`config.mk`:
```
export PLATFORM = sky130hd
export DESIGN_NAME = cache_way_partition_allocator
export DESIGN_NICKNAME = d
export VERILOG_FILES = /design/src/rtl/cwp_pkg.sv /design/src/rtl/cwp_client_ram.sv /design/src/rtl/cwp_alloc_core.sv /design/src/rtl/cache_way_partition_allocator.sv
export SDC_FILE = /design/constraint.sdc
export NUM_CORES = 1
export LEC_CHECK = 0
export BUFFER_PORTS_ARGS = -buffer_cell sky130_fd_sc_hd__buf_4
export CAP_MARGIN = 20
export CORE_ASPECT_RATIO = 0.7
export CORE_MARGIN = 2
export CORE_UTILIZATION = 45
export CTS_CLUSTER_DIAMETER = 200
export CTS_CLUSTER_SIZE = 10
export DETAILED_ROUTE_END_ITERATION = 10
export PLACE_DENSITY = 0.76
export REMOVE_ABC_BUFFERS = 1
export SLEW_MARGIN = 20
export SYNTH_ARGS = -nofsm -noshare
export SYNTH_HDL_FRONTEND = slang
export SYNTH_SLANG_ARGS = --single-unit
```
`constraint.sdc`:
```
create_clock -name aclk -period 10.8 [get_ports aclk]
set_input_delay 2.16 -clock aclk [delete_from_list [all_inputs] [get_ports aclk]]
set_output_delay 2.16 -clock aclk [all_outputs]
set_load 0.01 [all_outputs]
```
`src/rtl/cwp_pkg.sv`:
```
`timescale 1ns / 1ps
`default_nettype none
// ----------------------------------------------------------------------------
// cwp_pkg: shared types and constants of the cache way partition allocator
// Field layouts, command and status codes, and the way span mask function.
// ----------------------------------------------------------------------------
package cwp_pkg;

    // sizing
    localparam int CLIENTS    = 16;
    localparam int TOTAL_WAYS = 32;
    localparam int CIDX_W     = (CLIENTS > 1) ? $clog2(CLIENTS) : 1;
    localparam int ID_CMP_W   = 9;
    localparam int WAY_W      = 6;
    localparam int MASK_W     = 32;
    localparam int LEVEL_W    = 8;

    // stream and config widths
    localparam int IN_TDATA_W  = 24;
    localparam int OUT_TDATA_W = 112;
    localparam int CFG_ADDR_W  = 1;
    localparam int CFG_DATA_W  = 6;

    // reset values and fixed values
    localparam logic [WAY_W-1:0]   GLOBAL_LIMIT_RST = 6'd16;
    localparam logic [WAY_W-1:0]   CLIENT_LIMIT_RST = 6'd8;
    localparam logic [2:0]         FREE_RST         = 3'b110;
    localparam logic [WAY_W-1:0]   WAYS_SAT         = 6'd63;
    localparam logic [WAY_W-1:0]   TOTAL_WAYS_V     = WAY_W'(TOTAL_WAYS);
    localparam logic [LEVEL_W-1:0] LEVEL_L3         = 8'd3;

    // command codes
    typedef enum logic [1:0] {
        CMD_TAKE    = 2'd0,
        CMD_FREE    = 2'd1,
        CMD_SET     = 2'd2,
        CMD_RELEASE = 2'd3
    } cmd_e;

    // status codes
    typedef enum logic [2:0] {
        ST_OK      = 3'd0,
        ST_LEVEL   = 3'd1,
        ST_PERM    = 3'd2,
        ST_NOSPACE = 3'd3,
        ST_RETRY   = 3'd4
    } status_e;

    // configuration register indexes
    typedef enum logic [CFG_ADDR_W-1:0] {
        REG_GLOBAL_LIMIT = 1'd0,
        REG_CLIENT_LIMIT = 1'd1
    } reg_index_e;

    // sequencer states
    typedef enum logic {
        FSM_IDLE = 1'b0,
        FSM_EXEC = 1'b1
    } fsm_state_e;

    // one request
    typedef struct packed {
        cmd_e               cmd;
        logic [3:0]         client_id;
        logic [1:0]         class_sel;
        logic [WAY_W-1:0]   req_ways;
        logic [LEVEL_W-1:0] level;
    } item_t;

    // per-client table entry
    typedef struct packed {
        logic [2:0]       classes;
        logic [WAY_W-1:0] reserved;
    } client_entry_t;

    // class-level state
    typedef struct packed {
        logic [2:0]       free;
        logic [WAY_W-1:0] ways0;
        logic [WAY_W-1:0] ways1;
        logic [WAY_W-1:0] ways2;
    } class_state_t;

    // one result
    typedef struct packed {
        status_e           status;
        logic [1:0]        granted_class;
        logic [WAY_W-1:0]  granted_ways;
        logic              masks_changed;
        logic [MASK_W-1:0] mask_shared;
        logic [MASK_W-1:0] mask_one;
        logic [MASK_W-1:0] mask_two;
    } result_t;

    // contiguous way mask from start for n ways, clipped at the way count
    function automatic logic [MASK_W-1:0] span_mask(input logic [7:0] start,
                                                    input logic [WAY_W-1:0] n);
        logic [MASK_W-1:0] m;
        logic [8:0]        stop;
        stop = {1'b0, start} + {3'b000, n};
        for (int i = 0; i < MASK_W; i++) begin
            m[i] = (9'(i) >= {1'b0, start}) && (9'(i) < stop) && (i < TOTAL_WAYS);
        end
        return m;
    endfunction

endpackage
`default_nettype wire

```
`src/rtl/cwp_client_ram.sv`:
```
`timescale 1ns / 1ps
`default_nettype none
// ----------------------------------------------------------------------------
// cwp_client_ram: per-client class and reservation table
// Synchronous memory with one read and one write port, registered read data,
// and per-entry valid bits so that unwritten entries read as zero.
// ----------------------------------------------------------------------------
module cwp_client_ram (
    input  wire logic                     aclk,
    input  wire logic                     aresetn,
    input  wire logic                     rd_en,
    input  wire logic [cwp_pkg::CIDX_W-1:0] rd_addr,
    output cwp_pkg::client_entry_t        rd_data,
    input  wire logic                     wr_en,
    input  wire logic [cwp_pkg::CIDX_W-1:0] wr_addr,
    input  wire cwp_pkg::client_entry_t   wr_data
);

    cwp_pkg::client_entry_t              mem [cwp_pkg::CLIENTS];
    logic [cwp_pkg::CLIENTS-1:0]         valid_reg;
    cwp_pkg::client_entry_t              rd_data_reg;

    // write port
    always_ff @(posedge aclk) begin
        if (wr_en) begin
            mem[wr_addr] <= wr_data;
        end
    end

    // valid bits, cleared at reset
    always_ff @(posedge aclk) begin
        if (!aresetn) begin
            valid_reg <= '0;
        end else if (wr_en) begin
            valid_reg[wr_addr] <= 1'b1;
        end
    end

    // registered read, entries never written read as zero
    always_ff @(posedge aclk) begin
        if (rd_en) begin
            rd_data_reg <= valid_reg[rd_addr] ? mem[rd_addr] : '0;
        end
    end

    assign rd_data = rd_data_reg;

endmodule
`default_nettype wire

```
`src/rtl/cwp_alloc_core.sv`:
```
`timescale 1ns / 1ps
`default_nettype none
// ----------------------------------------------------------------------------
// cwp_alloc_core: request decision logic
// Evaluates one command against the class state and the client entry and
// gives the updated state, the updated entry and the result with new masks.
// ----------------------------------------------------------------------------
module cwp_alloc_core (
    input  wire cwp_pkg::item_t               item,
    input  wire cwp_pkg::class_state_t        cls_st,
    input  wire cwp_pkg::client_entry_t       entry,
    input  wire logic [cwp_pkg::WAY_W-1:0]    way_cap_all,
    input  wire logic [cwp_pkg::WAY_W-1:0]    way_cap_client,
    output cwp_pkg::class_state_t             cls_next,
    output cwp_pkg::client_entry_t            entry_next,
    output logic                              client_ok,
    output cwp_pkg::result_t                  res
);

    logic [cwp_pkg::WAY_W-1:0] ways_sel;
    logic [2:0]                sel_bit;
    logic                      owned_sel;
    logic [6:0]                rel_sum0;
    logic [cwp_pkg::WAY_W-1:0] rel_ways0;
    logic [cwp_pkg::WAY_W-1:0] rel_reserved;
    logic [cwp_pkg::WAY_W-1:0] occupied;
    logic [cwp_pkg::WAY_W-1:0] lim_g;
    logic [cwp_pkg::WAY_W-1:0] lim_l;
    logic [cwp_pkg::WAY_W-1:0] lim_gl;
    logic [cwp_pkg::WAY_W-1:0] lim;
    logic [cwp_pkg::WAY_W-1:0] n1;
    logic [cwp_pkg::WAY_W-1:0] n2;
    logic [6:0]                rc_tot;
    logic [7:0]                rc_sum0;
    logic [cwp_pkg::WAY_W-1:0] rc_ways0;
    logic [cwp_pkg::WAY_W-1:0] rc_reserved;
    logic [2:0]                take_bit;
    logic [1:0]                take_cls;
    logic [7:0]                start_two;

    // client range check
    assign client_ok = (cwp_pkg::ID_CMP_W'(item.client_id)
                        < cwp_pkg::ID_CMP_W'(cwp_pkg::CLIENTS));

    // addressed class
    always_comb begin
        case (item.class_sel)
            2'd1: begin
                ways_sel = cls_st.ways1;
                sel_bit  = 3'b010;
            end
            2'd2: begin
                ways_sel = cls_st.ways2;
                sel_bit  = 3'b100;
            end
            default: begin
                ways_sel = '0;
                sel_bit  = 3'b000;
            end
        endcase
    end
    assign owned_sel = |(sel_bit & entry.classes);

    // ways of the addressed class back to the shared class
    assign rel_sum0     = {1'b0, cls_st.ways0} + {1'b0, ways_sel};
    assign rel_ways0    = (rel_sum0 > 7'(cwp_pkg::WAYS_SAT)) ? cwp_pkg::WAYS_SAT
                                                              : rel_sum0[5:0];
    assign rel_reserved = (entry.reserved >= ways_sel) ? entry.reserved - ways_sel : '0;

    // reservation limit
    assign occupied = (cls_st.ways0 < cwp_pkg::TOTAL_WAYS_V)
                      ? cwp_pkg::TOTAL_WAYS_V - cls_st.ways0 : '0;
    assign lim_g    = (way_cap_all > occupied) ? way_cap_all - occupied : '0;
    assign lim_l    = (way_cap_client > entry.reserved)
                      ? way_cap_client - entry.reserved : '0;
    assign lim_gl   = (lim_g < lim_l) ? lim_g : lim_l;
    assign lim      = (lim_gl > cls_st.ways0) ? cls_st.ways0 : lim_gl;

    // release of every owned class
    assign n1          = entry.classes[1] ? cls_st.ways1 : '0;
    assign n2          = entry.classes[2] ? cls_st.ways2 : '0;
    assign rc_tot      = {1'b0, n1} + {1'b0, n2};
    assign rc_sum0     = {2'b00, cls_st.ways0} + {1'b0, rc_tot};
    assign rc_ways0    = (rc_sum0 > 8'(cwp_pkg::WAYS_SAT)) ? cwp_pkg::WAYS_SAT
                                                            : rc_sum0[5:0];
    assign rc_reserved = ({1'b0, entry.reserved} >= rc_tot)
                         ? entry.reserved - rc_tot[5:0] : '0;

    // lowest free class
    always_comb begin
        if (cls_st.free[0]) begin
            take_bit = 3'b001;
            take_cls = 2'd0;
        end else if (cls_st.free[1]) begin
            take_bit = 3'b010;
            take_cls = 2'd1;
        end else begin
            take_bit = 3'b100;
            take_cls = 2'd2;
        end
    end

    // command evaluation
    always_comb begin
        cls_next          = cls_st;
        entry_next        = entry;
        res.status        = cwp_pkg::ST_OK;
        res.granted_class = '0;
        res.granted_ways  = '0;
        res.masks_changed = 1'b0;
        if (!client_ok) begin
            res.status = cwp_pkg::ST_PERM;
        end else begin
            case (item.cmd)
                cwp_pkg::CMD_TAKE: begin
                    if (cls_st.free == 3'b000) begin
                        res.status = cwp_pkg::ST_NOSPACE;
                    end else begin
                        entry_next.classes = entry.classes | take_bit;
                        cls_next.free      = cls_st.free & ~take_bit;
                        res.granted_class  = take_cls;
                    end
                end
                cwp_pkg::CMD_FREE: begin
                    if (owned_sel) begin
                        if (ways_sel != '0) begin
                            entry_next.reserved = rel_reserved;
                            cls_next.ways0      = rel_ways0;
                            if (item.class_sel == 2'd1) begin
                                cls_next.ways1 = '0;
                            end else begin
                                cls_next.ways2 = '0;
                            end
                            res.masks_changed = 1'b1;
                        end
                        entry_next.classes = entry.classes & ~sel_bit;
                        cls_next.free      = cls_st.free | sel_bit;
                    end else begin
                        res.status = cwp_pkg::ST_PERM;
                    end
                end
                cwp_pkg::CMD_SET: begin
                    if (item.level != cwp_pkg::LEVEL_L3) begin
                        res.status = cwp_pkg::ST_LEVEL;
                    end else if (!owned_sel) begin
                        res.status = cwp_pkg::ST_PERM;
                    end else if (item.req_ways == '0) begin
                        if (ways_sel != '0) begin
                            entry_next.reserved = rel_reserved;
                            cls_next.ways0      = rel_ways0;
                            if (item.class_sel == 2'd1) begin
                                cls_next.ways1 = '0;
                            end else begin
                                cls_next.ways2 = '0;
                            end
                            res.masks_changed = 1'b1;
                        end
                    end else if (lim == '0) begin
                        res.status = cwp_pkg::ST_NOSPACE;
                    end else if (item.req_ways > lim) begin
                        res.status       = cwp_pkg::ST_RETRY;
                        res.granted_ways = lim;
                    end else begin
                        entry_next.reserved = entry.reserved + item.req_ways;
                        cls_next.ways0      = cls_st.ways0 - item.req_ways;
                        if (item.class_sel == 2'd1) begin
                            cls_next.ways1 = item.req_ways;
                        end else begin
                            cls_next.ways2 = item.req_ways;
                        end
                        res.masks_changed = 1'b1;
                        res.granted_ways  = item.req_ways;
                    end
                end
                cwp_pkg::CMD_RELEASE: begin
                    cls_next.free       = cls_st.free | (entry.classes & 3'b110);
                    entry_next.reserved = rc_reserved;
                    entry_next.classes  = '0;
                    if (entry.classes[1]) begin
                        cls_next.ways1 = '0;
                    end
                    if (entry.classes[2]) begin
                        cls_next.ways2 = '0;
                    end
                    if (rc_tot != '0) begin
                        cls_next.ways0    = rc_ways0;
                        res.masks_changed = 1'b1;
                    end
                end
                default: begin
                    res.status = cwp_pkg::ST_OK;
                end
            endcase
        end
        // masks follow the class ways, packed from way 0 upward
        start_two       = {2'b00, cls_next.ways0} + {2'b00, cls_next.ways1};
        res.mask_shared = cwp_pkg::span_mask(8'd0, cls_next.ways0);
        res.mask_one    = cwp_pkg::span_mask({2'b00, cls_next.ways0}, cls_next.ways1);
        res.mask_two    = cwp_pkg::span_mask(start_two, cls_next.ways2);
    end

endmodule
`default_nettype wire

```
`src/rtl/cache_way_partition_allocator.sv`:
```
// Result: an accepted request is evaluated in the execute state, which waits
//   while a result is held; the result then stays until the output side takes it.
// Flow: a new request is accepted only in the idle state, after the last one
//   is executed, as the client table is read on accept and written on execute.
// Reset: synchronous, active low; limits go to 16 and 8, class 0 holds every
//   way, classes 1 and 2 are free and all client entries read as zero.
`timescale 1ns / 1ps
`default_nettype none
// ----------------------------------------------------------------------------
// cache_way_partition_allocator: service class and way reservation manager
// Stream requests in, one result per request out; client table in a
// synchronous memory, read on accept and written back on execute.
// ----------------------------------------------------------------------------
module cache_way_partition_allocator (
    input  wire logic                               aclk,
    input  wire logic                               aresetn,
    // config write port
    input  wire logic                               cfg_wr_en,
    input  wire logic [cwp_pkg::CFG_ADDR_W-1:0]     cfg_addr,
    input  wire logic [cwp_pkg::CFG_DATA_W-1:0]     cfg_wdata,
    // request stream
    input  wire logic                               s_tvalid,
    output logic                                    s_tready,
    // s_tdata: cmd[1:0], client_id[5:2], class_sel[7:6], req_ways[13:8],
    //          level[21:14], zero fill[23:22]
    input  wire logic [cwp_pkg::IN_TDATA_W-1:0]     s_tdata,
    // result stream
    output logic                                    m_tvalid,
    input  wire logic                               m_tready,
    // m_tdata: status[2:0], granted_class[4:3], granted_ways[10:5],
    //          masks_changed[11], mask_shared[43:12], mask_one[75:44],
    //          mask_two[107:76], zero fill[111:108]
    output logic [cwp_pkg::OUT_TDATA_W-1:0]         m_tdata
);

    cwp_pkg::fsm_state_e             state_reg;
    cwp_pkg::fsm_state_e             state_next;
    logic [cwp_pkg::WAY_W-1:0]       way_cap_all_reg;
    logic [cwp_pkg::WAY_W-1:0]       way_cap_client_reg;
    cwp_pkg::class_state_t           cls_reg;
    cwp_pkg::class_state_t           cls_next;
    cwp_pkg::item_t                  item_reg;
    cwp_pkg::item_t                  s_item;
    cwp_pkg::client_entry_t          entry_rd;
    cwp_pkg::client_entry_t          entry_next;
    cwp_pkg::result_t                res;
    logic                            client_ok;
    logic                            s_fire;
    logic                            exec_go;
    logic                            ram_we;
    logic                            m_tvalid_reg;
    logic [cwp_pkg::OUT_TDATA_W-1:0] m_tdata_reg;

    // request field unpacking
    assign s_item.cmd       = cwp_pkg::cmd_e'(s_tdata[1:0]);
    assign s_item.client_id = s_tdata[5:2];
    assign s_item.class_sel = s_tdata[7:6];
    assign s_item.req_ways  = s_tdata[13:8];
    assign s_item.level     = s_tdata[21:14];

    assign s_fire = s_tvalid && s_tready;
    assign ram_we = exec_go && client_ok;

    // sequencer state register
    always_ff @(posedge aclk) begin
        if (!aresetn) begin
            state_reg <= cwp_pkg::FSM_IDLE;
        end else begin
            state_reg <= state_next;
        end
    end

    // sequencer next state and strobes
    always_comb begin
        state_next = state_reg;
        s_tready   = 1'b0;
        exec_go    = 1'b0;
        case (state_reg)
            cwp_pkg::FSM_IDLE: begin
                s_tready = 1'b1;
                if (s_tvalid) begin
                    state_next = cwp_pkg::FSM_EXEC;
                end
            end
            cwp_pkg::FSM_EXEC: begin
                exec_go = !m_tvalid_reg || m_tready;
                if (exec_go) begin
                    state_next = cwp_pkg::FSM_IDLE;
                end
            end
            default: begin
                state_next = cwp_pkg::FSM_IDLE;
            end
        endcase
    end

    // configuration registers
    always_ff @(posedge aclk) begin
        if (!aresetn) begin
            way_cap_all_reg    <= cwp_pkg::GLOBAL_LIMIT_RST;
            way_cap_client_reg <= cwp_pkg::CLIENT_LIMIT_RST;
        end else if (cfg_wr_en) begin
            case (cwp_pkg::reg_index_e'(cfg_addr))
                cwp_pkg::REG_GLOBAL_LIMIT: way_cap_all_reg <= cfg_wdata;
                cwp_pkg::REG_CLIENT_LIMIT: way_cap_client_reg <= cfg_wdata;
                default: begin
                end
            endcase
        end
    end

    // request capture
    always_ff @(posedge aclk) begin
        if (s_fire) begin
            item_reg <= s_item;
        end
    end

    // client table
    cwp_client_ram u_client_ram (
        .aclk    (aclk),
        .aresetn (aresetn),
        .rd_en   (s_fire),
        .rd_addr (cwp_pkg::CIDX_W'(s_item.client_id)),
        .rd_data (entry_rd),
        .wr_en   (ram_we),
        .wr_addr (cwp_pkg::CIDX_W'(item_reg.client_id)),
        .wr_data (entry_next)
    );

    // decision logic
    cwp_alloc_core u_alloc_core (
        .item           (item_reg),
        .cls_st         (cls_reg),
        .entry          (entry_rd),
        .way_cap_all    (way_cap_all_reg),
        .way_cap_client (way_cap_client_reg),
        .cls_next       (cls_next),
        .entry_next     (entry_next),
        .client_ok      (client_ok),
        .res            (res)
    );

    // class state
    always_ff @(posedge aclk) begin
        if (!aresetn) begin
            cls_reg.free  <= cwp_pkg::FREE_RST;
            cls_reg.ways0 <= cwp_pkg::TOTAL_WAYS_V;
            cls_reg.ways1 <= '0;
            cls_reg.ways2 <= '0;
        end else if (exec_go) begin
            cls_reg <= cls_next;
        end
    end

    // result register
    always_ff @(posedge aclk) begin
        if (!aresetn) begin
            m_tvalid_reg <= 1'b0;
        end else if (exec_go) begin
            m_tvalid_reg <= 1'b1;
        end else if (m_tready) begin
            m_tvalid_reg <= 1'b0;
        end
    end

    always_ff @(posedge aclk) begin
        if (exec_go) begin
            m_tdata_reg <= {4'b0000, res.mask_two, res.mask_one, res.mask_shared,
                            res.masks_changed, res.granted_ways, res.granted_class,
                            res.status};
        end
    end

    assign m_tvalid = m_tvalid_reg;
    assign m_tdata  = m_tdata_reg;

`ifndef SYNTH
    // the shared class is never handed out
    a_shared_never_free: assert property (@(posedge aclk) disable iff (!aresetn)
        cls_reg.free[0] == 1'b0)
        else $error("shared class marked free");

    // a free class holds no ways
    a_free_class_empty: assert property (@(posedge aclk) disable iff (!aresetn)
        (!cls_reg.free[1] || cls_reg.ways1 == '0) &&
        (!cls_reg.free[2] || cls_reg.ways2 == '0))
        else $error("free class still holds ways");

    // an accepted request moves to execute
    a_accept_to_exec: assert property (@(posedge aclk) disable iff (!aresetn)
        s_fire |=> state_reg == cwp_pkg::FSM_EXEC)
        else $error("accepted request not executed");

    // table write back only while executing
    a_write_in_exec: assert property (@(posedge aclk) disable iff (!aresetn)
        ram_we |-> state_reg == cwp_pkg::FSM_EXEC)
        else $error("client table written outside execute");

    // every executed request presents a result
    a_exec_gives_result: assert property (@(posedge aclk) disable iff (!aresetn)
        exec_go |=> m_tvalid_reg)
        else $error("executed request gave no result");
`endif

endmodule
`default_nettype wire
```
; ---- After elaboration in Yosys (flattened, before gate mapping)
; Memories as Yosys holds them, arrays and structs flattened. A register that Yosys moved wholly into a read port is not among the register bits.
; Cells that the tools add are included.
[classes]
bitwise_logic = 14
n_lt_le_gt_ge = 173
mux = 74
addsub = 13
eq_ne = 8
n_reduce_logical = 83
[ops]
columns = cell, count
row1 = "5-bit by 9-bit less-than comparator with 1-bit output, first input constant", 32
row2 = 6-bit two-way mux, 25
row3 = "4-bit by 9-bit less-than comparator with 1-bit output, first input constant", 16
row4 = "5-bit by 8-bit greater-or-equal comparator with 1-bit output, first input constant", 16
row5 = 18-bit two-way mux, 6
row6 = "5-bit by 6-bit greater-or-equal comparator with 1-bit output, first input constant", 16
row7 = "5-bit by 6-bit less-than comparator with 1-bit output, first input constant", 16
row8 = "3-bit by 9-bit less-than comparator with 1-bit output, first input constant", 8
row9 = 1-bit logical AND, 66
row10 = "4-bit by 8-bit greater-or-equal comparator with 1-bit output, first input constant", 8
row11 = 18-bit one-hot mux with 3 select lines, 1
row12 = "4-bit by 6-bit greater-or-equal comparator with 1-bit output, first input constant", 8
row13 = "4-bit by 6-bit less-than comparator with 1-bit output, first input constant", 8
row14 = "1-bit by 9-bit less-than comparator with 1-bit output, first input constant", 4
row15 = "2-bit by 9-bit less-than comparator with 1-bit output, first input constant", 4
row16 = "3-bit by 8-bit greater-or-equal comparator with 1-bit output, first input constant", 4
row17 = 6-bit subtractor, 5
row18 = 6-bit by 6-bit adder with 7-bit output, 4
row19 = 3-bit two-way mux, 9
row20 = 3-bit one-hot mux with 3 select lines, 3
row21 = "3-bit by 6-bit greater-or-equal comparator with 1-bit output, first input constant", 4
row22 = 6-bit greater-than comparator, 4
row23 = "3-bit by 6-bit less-than comparator with 1-bit output, first input constant", 4
row24 = 21-bit two-way mux, 1
row25 = 52 further kinds, 93
[totals]
mem_bits_rw = 144
input_bits = 36
regBits = 181
elab_cells = 383
mem_count = 1
[memory_table]
columns = memory, depth, width, read_ports, rd_clocked_by_memory_dff, wr, line_no
row1 = u_client_ram.mem, 16, 9, 1, 1, 1, cwp_client_ram.sv:19  ; cwp_pkg::client_entry_t mem [cwp_pkg::CLIENTS];

; ---- Logic depth before layout (Yosys ltp)
[logic_depth]
depth_word = 19
mapped_depth = 52
depth_no_buf = 47

; ---- Hierarchy
; A second synthesis with hierarchy kept.
[hier_totals]
cells_unflattened = 1541
hier_area_um2 = 18213.7
[by_module_without_submodules]
columns = module, cells_each, area_each_um2, seq_area_each_um2, instances
row1 = cwp_client_ram, 296, 6446.2, 4914.7, 1
row2 = cwp_alloc_core, 960, 6356.1, 0.0, 1
row3 = cache_way_partition_allocator, 285, 5411.4, 4604.4, 1

; ---- Least setup slack after synthesis
; No wires, ideal clock.
[synth_timing]
kind = reg-to-reg
from = register cls_reg[13] in the netlist's numbering
to = register m_tdata_reg, in the netlist m_tdata[79] (data pin)
required_time_ns = 10.525
arrival_time_ns = 10.214
path_buffers = 4
stages_incl_launch_ff = 47
synth_period_minus_slack_ns = 10.489
slack_ns = 0.311
cell_sequence = dfxtp_1 -> clkbuf_1 -> inv_1 -> ha_1 -> nand3_1 -> xnor2_1 -> nand2_1 -> ha_1 -> o21ai_1 -> o21a_1 -> nor3_1 -> nor3b_2 -> ha_1 -> and4_1 -> and2_1 -> a211oi_1 -> a211oi_2 -> a31o_2 -> [... 11 more ...] -> o21ai_0 -> or3b_1 -> clkbuf_1 -> a22o_1 -> ha_1 -> fa_1 -> a21o_1 -> a21oi_1 -> xnor3_1 -> buf_4 -> ha_1 -> nand2_1 -> nand3_1 -> o211ai_1 -> a21oi_1 -> o21a_4 -> clkbuf_1 -> a31oi_1
[synth_lines]
columns = element, line_no
row1 = from (decl), cache_way_partition_allocator.sv:40  ; cwp_pkg::class_state_t cls_reg;
row2 = from (signal assigned), cache_way_partition_allocator.sv:152  ; cls_reg <= cls_next;
row3 = to (signal assigned), cache_way_partition_allocator.sv:169  ; m_tdata_reg <= {4'b0000, res.mask_two, res.mask_one, res.mask_shared,
row4 = to (decl), cache_way_partition_allocator.sv:52  ; logic [cwp_pkg::OUT_TDATA_W-1:0] m_tdata_reg;

==> flow_metrics.env <==
export IMPL_clk_pin_slew_ns=0.07
export IMPL_power_mw=3.72
export IMPL_crit_buf_inv=4
export IMPL_cp_end_kind="register"
export IMPL_dp_hpwl_um=35400
export IMPL_hold_end="u_client_ram.valid_reg[15]$_SDFFE_PN0P_"
export IMPL_start_util_pct=45.7
export IMPL_grt_pass1_vias=12693
export IMPL_synthCells=1520
export IMPL_r2r_setup_slack_ns=0.51
export IMPL_antenna_cells=0
export IMPL_drc=0
export IMPL_htreeDepth=2
export IMPL_ys_seq_area_share_pct=51.2
export IMPL_layout_setup_ws_ns=0.514
export IMPL_clkLatencyLatePin_ns=0.57
export IMPL_critPathTopFamily="compound AO/OA/AOI/OAI gates"
export IMPL_place_ws_ns=0.159
export IMPL_first_pass_iters=6
export IMPL_r2r_start="cls_reg[12]$_SDFFE_PN0P_"
export IMPL_tightestPinTransition_ns=1.07
export IMPL_core_sq_mm=0.0384
export IMPL_rsz0062_at_grt="false"
export IMPL_gp_congestion=0.942
export IMPL_placementRows=60
export IMPL_outcome="complete, no violations"
export IMPL_required_ns=11.05
export IMPL_synthDistinctLibCells=98
export IMPL_worst_path_max_fanout=24
export IMPL_dpl_cell_area_sq_mm=0.0193
export IMPL_io_pins=150
export IMPL_drt_iter0_drc=1668
export IMPL_setup_viol=0
export IMPL_crit_type="register to register"
export IMPL_synth_area_top_cells="edfxtp_1, ha_1, dfxtp_1"
export IMPL_layout_min_cycle_time_ns=10.29
export IMPL_synth_edff_count=266
export IMPL_slowest_delay_ns=0.45
export IMPL_fin_nets=1798
export IMPL_area_growth_syn_to_layout_pct=16.7
export IMPL_cts_tree="built"
export IMPL_path_common_cell="ha_1"
export IMPL_die_y_um=169
export IMPL_clock_sinks=316
export IMPL_vias=13161
export IMPL_syn_avg_cell_area_sq_um=11.6
export IMPL_largest_register_ffs=128
export IMPL_hold_violations=0
export IMPL_clk_path_buf_depth=3
export IMPL_peakVddDrop_v=0.000124
export IMPL_synth_ff_type="edfxtp_1"
export IMPL_grt_overflow=0
export IMPL_drive_gt1_share_pct=20.9
export IMPL_cts_buffers=37
export IMPL_synth_top_area_share_pct=45.5
export IMPL_whs_path_depth=1
export IMPL_hp_start="u_client_ram.valid_reg[15]$_SDFFE_PN0P_"
export IMPL_p_leak_nw=7.78
export IMPL_slew_headroom_pct=28.6
export IMPL_max_freq_mhz=97.2
export IMPL_drt_total_wl_um=49200
export IMPL_slowest_stage="fa_1"
export IMPL_ant_nets=0
export IMPL_hp_class="register to register"
export IMPL_yosys_area_top_type="edfxtp_1"
export IMPL_dieArea_sq_mm=0.0406
export IMPL_worstPathArrival_ns=10.53
export IMPL_root_buffer="clkbuf_16"
export IMPL_portBuffers=143
export IMPL_pwr_density_cell_mw_per_mm2=181
export IMPL_maxCapViolCount=0
export IMPL_rr_worst_depth=44
export IMPL_yosys_warnings=0
export IMPL_finalMaxSlewViolations=0
export IMPL_async_reset_ff_share_pct=0
export IMPL_wl_per_cell_um=22.1
export IMPL_ys_ff_latch=316
export IMPL_r2r_end="m_tdata[103]$_DFFE_PP_"
export IMPL_netlist_area_sq_mm=0.0176
export IMPL_min_period_over_period_pct=95.2
export IMPL_grt_max_degree=75
export IMPL_ctsHoldBuffers=0
export IMPL_fin_area_sq_mm=0.0205
export IMPL_grt_pass1_wl_um=74600
export IMPL_grt_use_total_pct=24.1
export IMPL_finClkSkew_ns=0.0413
export IMPL_antenna_found_initial=1
export IMPL_startpoint_type="register"
export IMPL_dieWidth_um=240
export IMPL_viasPerCell=5.92
==> layout by cell type (no fill, tap or decap), types with 24 or more instances in the layout <==
cell type	n
dfxtp_1	49
mux4_2	44
edfxtp_1	266
nor3_1	24
buf_4	182
ha_1	85
nand2_1	131
nor2b_1	26
clkbuf_1	27
o21ai_0	66
nand3_1	31
nor2_1	122
o21a_1	24
a21o_1	24
and2_1	26
a21oi_1	76
clkbuf_16	38
inv_1	67
==> final cells by class <==
class	count	area, sq um
Clock inverter	3	90.1
Fill cell	3283	17900
Timing Repair Buffer	183	1380
Tap cell	527	659
Inverter	73	277
Clock buffer	65	1050
Sequential cell	316	8990
Multi-Input combinational cell	1055	8050
==> where the power goes <==
group          internal, mW  switching, mW
sequential             1.42         0.0342
combinational         0.408          0.673
clock                 0.670          0.509
total                  2.50           1.22
==> routing by layer <==
layer	GRT usage [%]	vias to the layer above	part of all wire, %
li1	-	6001	-
met1	36.3	6400	45
met2	34.3	678	42
met3	6.64	80	11
met4	5.62	2	1.8
met5	0	-	0.026
==> cell families (layout without fill, tap and decap cells) <==
| logic type | Yosys count | count (layout) | synth area share [%] |
|---|---|---|---|
| multiplexers | 69 | 69 | 7.10 |
| AO/OA/AOI/OAI | 411 | 411 | 16.8 |
| adder cells (fa/ha/maj) | 98 | 98 | 7.43 |
| buffers and inverters | 152 | 324 | 3.57 |
| flip-flops | 316 | 316 | 51.2 |
| other | 1 | 4 | 0.0214 |
| XOR/XNOR | 38 | 38 | 1.97 |
| AND/OR/NAND/NOR | 435 | 435 | 11.9 |
==> Yosys cell counts (12+ instances only) <==
| library cell | count |
|---|---|
| o21ai_1 | 14 |
| edfxtp_1 | 266 |
| a21boi_1 | 15 |
| clkbuf_1 | 51 |
| a21o_1 | 24 |
| o22ai_1 | 21 |
| o21ai_0 | 69 |
| and2_1 | 27 |
| ha_1 | 85 |
| a21oi_1 | 77 |
| nand3_1 | 31 |
| a21oi_2 | 12 |
| a22oi_1 | 12 |
| o21a_1 | 25 |
| inv_1 | 70 |
| a21boi_0 | 13 |
| buf_1 | 12 |
| xor2_1 | 16 |
| nand2_1 | 131 |
| nor3_1 | 28 |
| nor2_1 | 123 |
| mux4_2 | 44 |
| mux2i_1 | 21 |
| xnor2_1 | 21 |
| a211oi_1 | 13 |
| dfxtp_1 | 50 |
| nand2b_1 | 14 |
| nor2b_1 | 27 |
| a22o_1 | 19 |
==> through the flow <==
stage | std cells | TNS (ns) | utilization, % | hold WS (ns)
6_report | 2222 | 0 | 53.3 | 0.462
5_1_grt | 2222 | 0 | 53.3 | 0.491
4_1_cts | 2221 | 0 | 53.1 | 0.462
3_5_place_dp | 2153 | 0 | 50.1 | 0.450
3_3_place_gp | 2153 | 0 | 50.1 | 0.443
2_1_floorplan | 1444 | -3.14 | - | 0.435
==> what timing repair did <==
action                                  4_1_cts  5_1_grt
setup buffers                                 0        1
resized for setup                             0       25
endpoints found under the setup margin        0       64
==> worst max-delay path by stage <==
stage	end	cells after the start	slack (ns)	from
5_1_grt	m_tdata[79]$_DFFE_PP_	46	0.03	cls_reg[13]$_SDFFE_PN0P_
6_report	m_tdata[103]$_DFFE_PP_	44	0.51	cls_reg[12]$_SDFFE_PN0P_
3_5_place_dp	m_tdata[100]$_DFFE_PP_	44	0.16	cls_reg[13]$_SDFFE_PN0P_
3_3_place_gp	m_tdata[100]$_DFFE_PP_	43	0.36	cls_reg[13]$_SDFFE_PN0P_
4_1_cts	m_tdata[103]$_DFFE_PP_	44	0.07	cls_reg[13]$_SDFFE_PN0P_
2_1_floorplan	m_tdata[103]$_DFFE_PP_	40	-0.30	cls_reg[13]$_SDFFE_PN0P_
(Power assumes the default switching activity.)
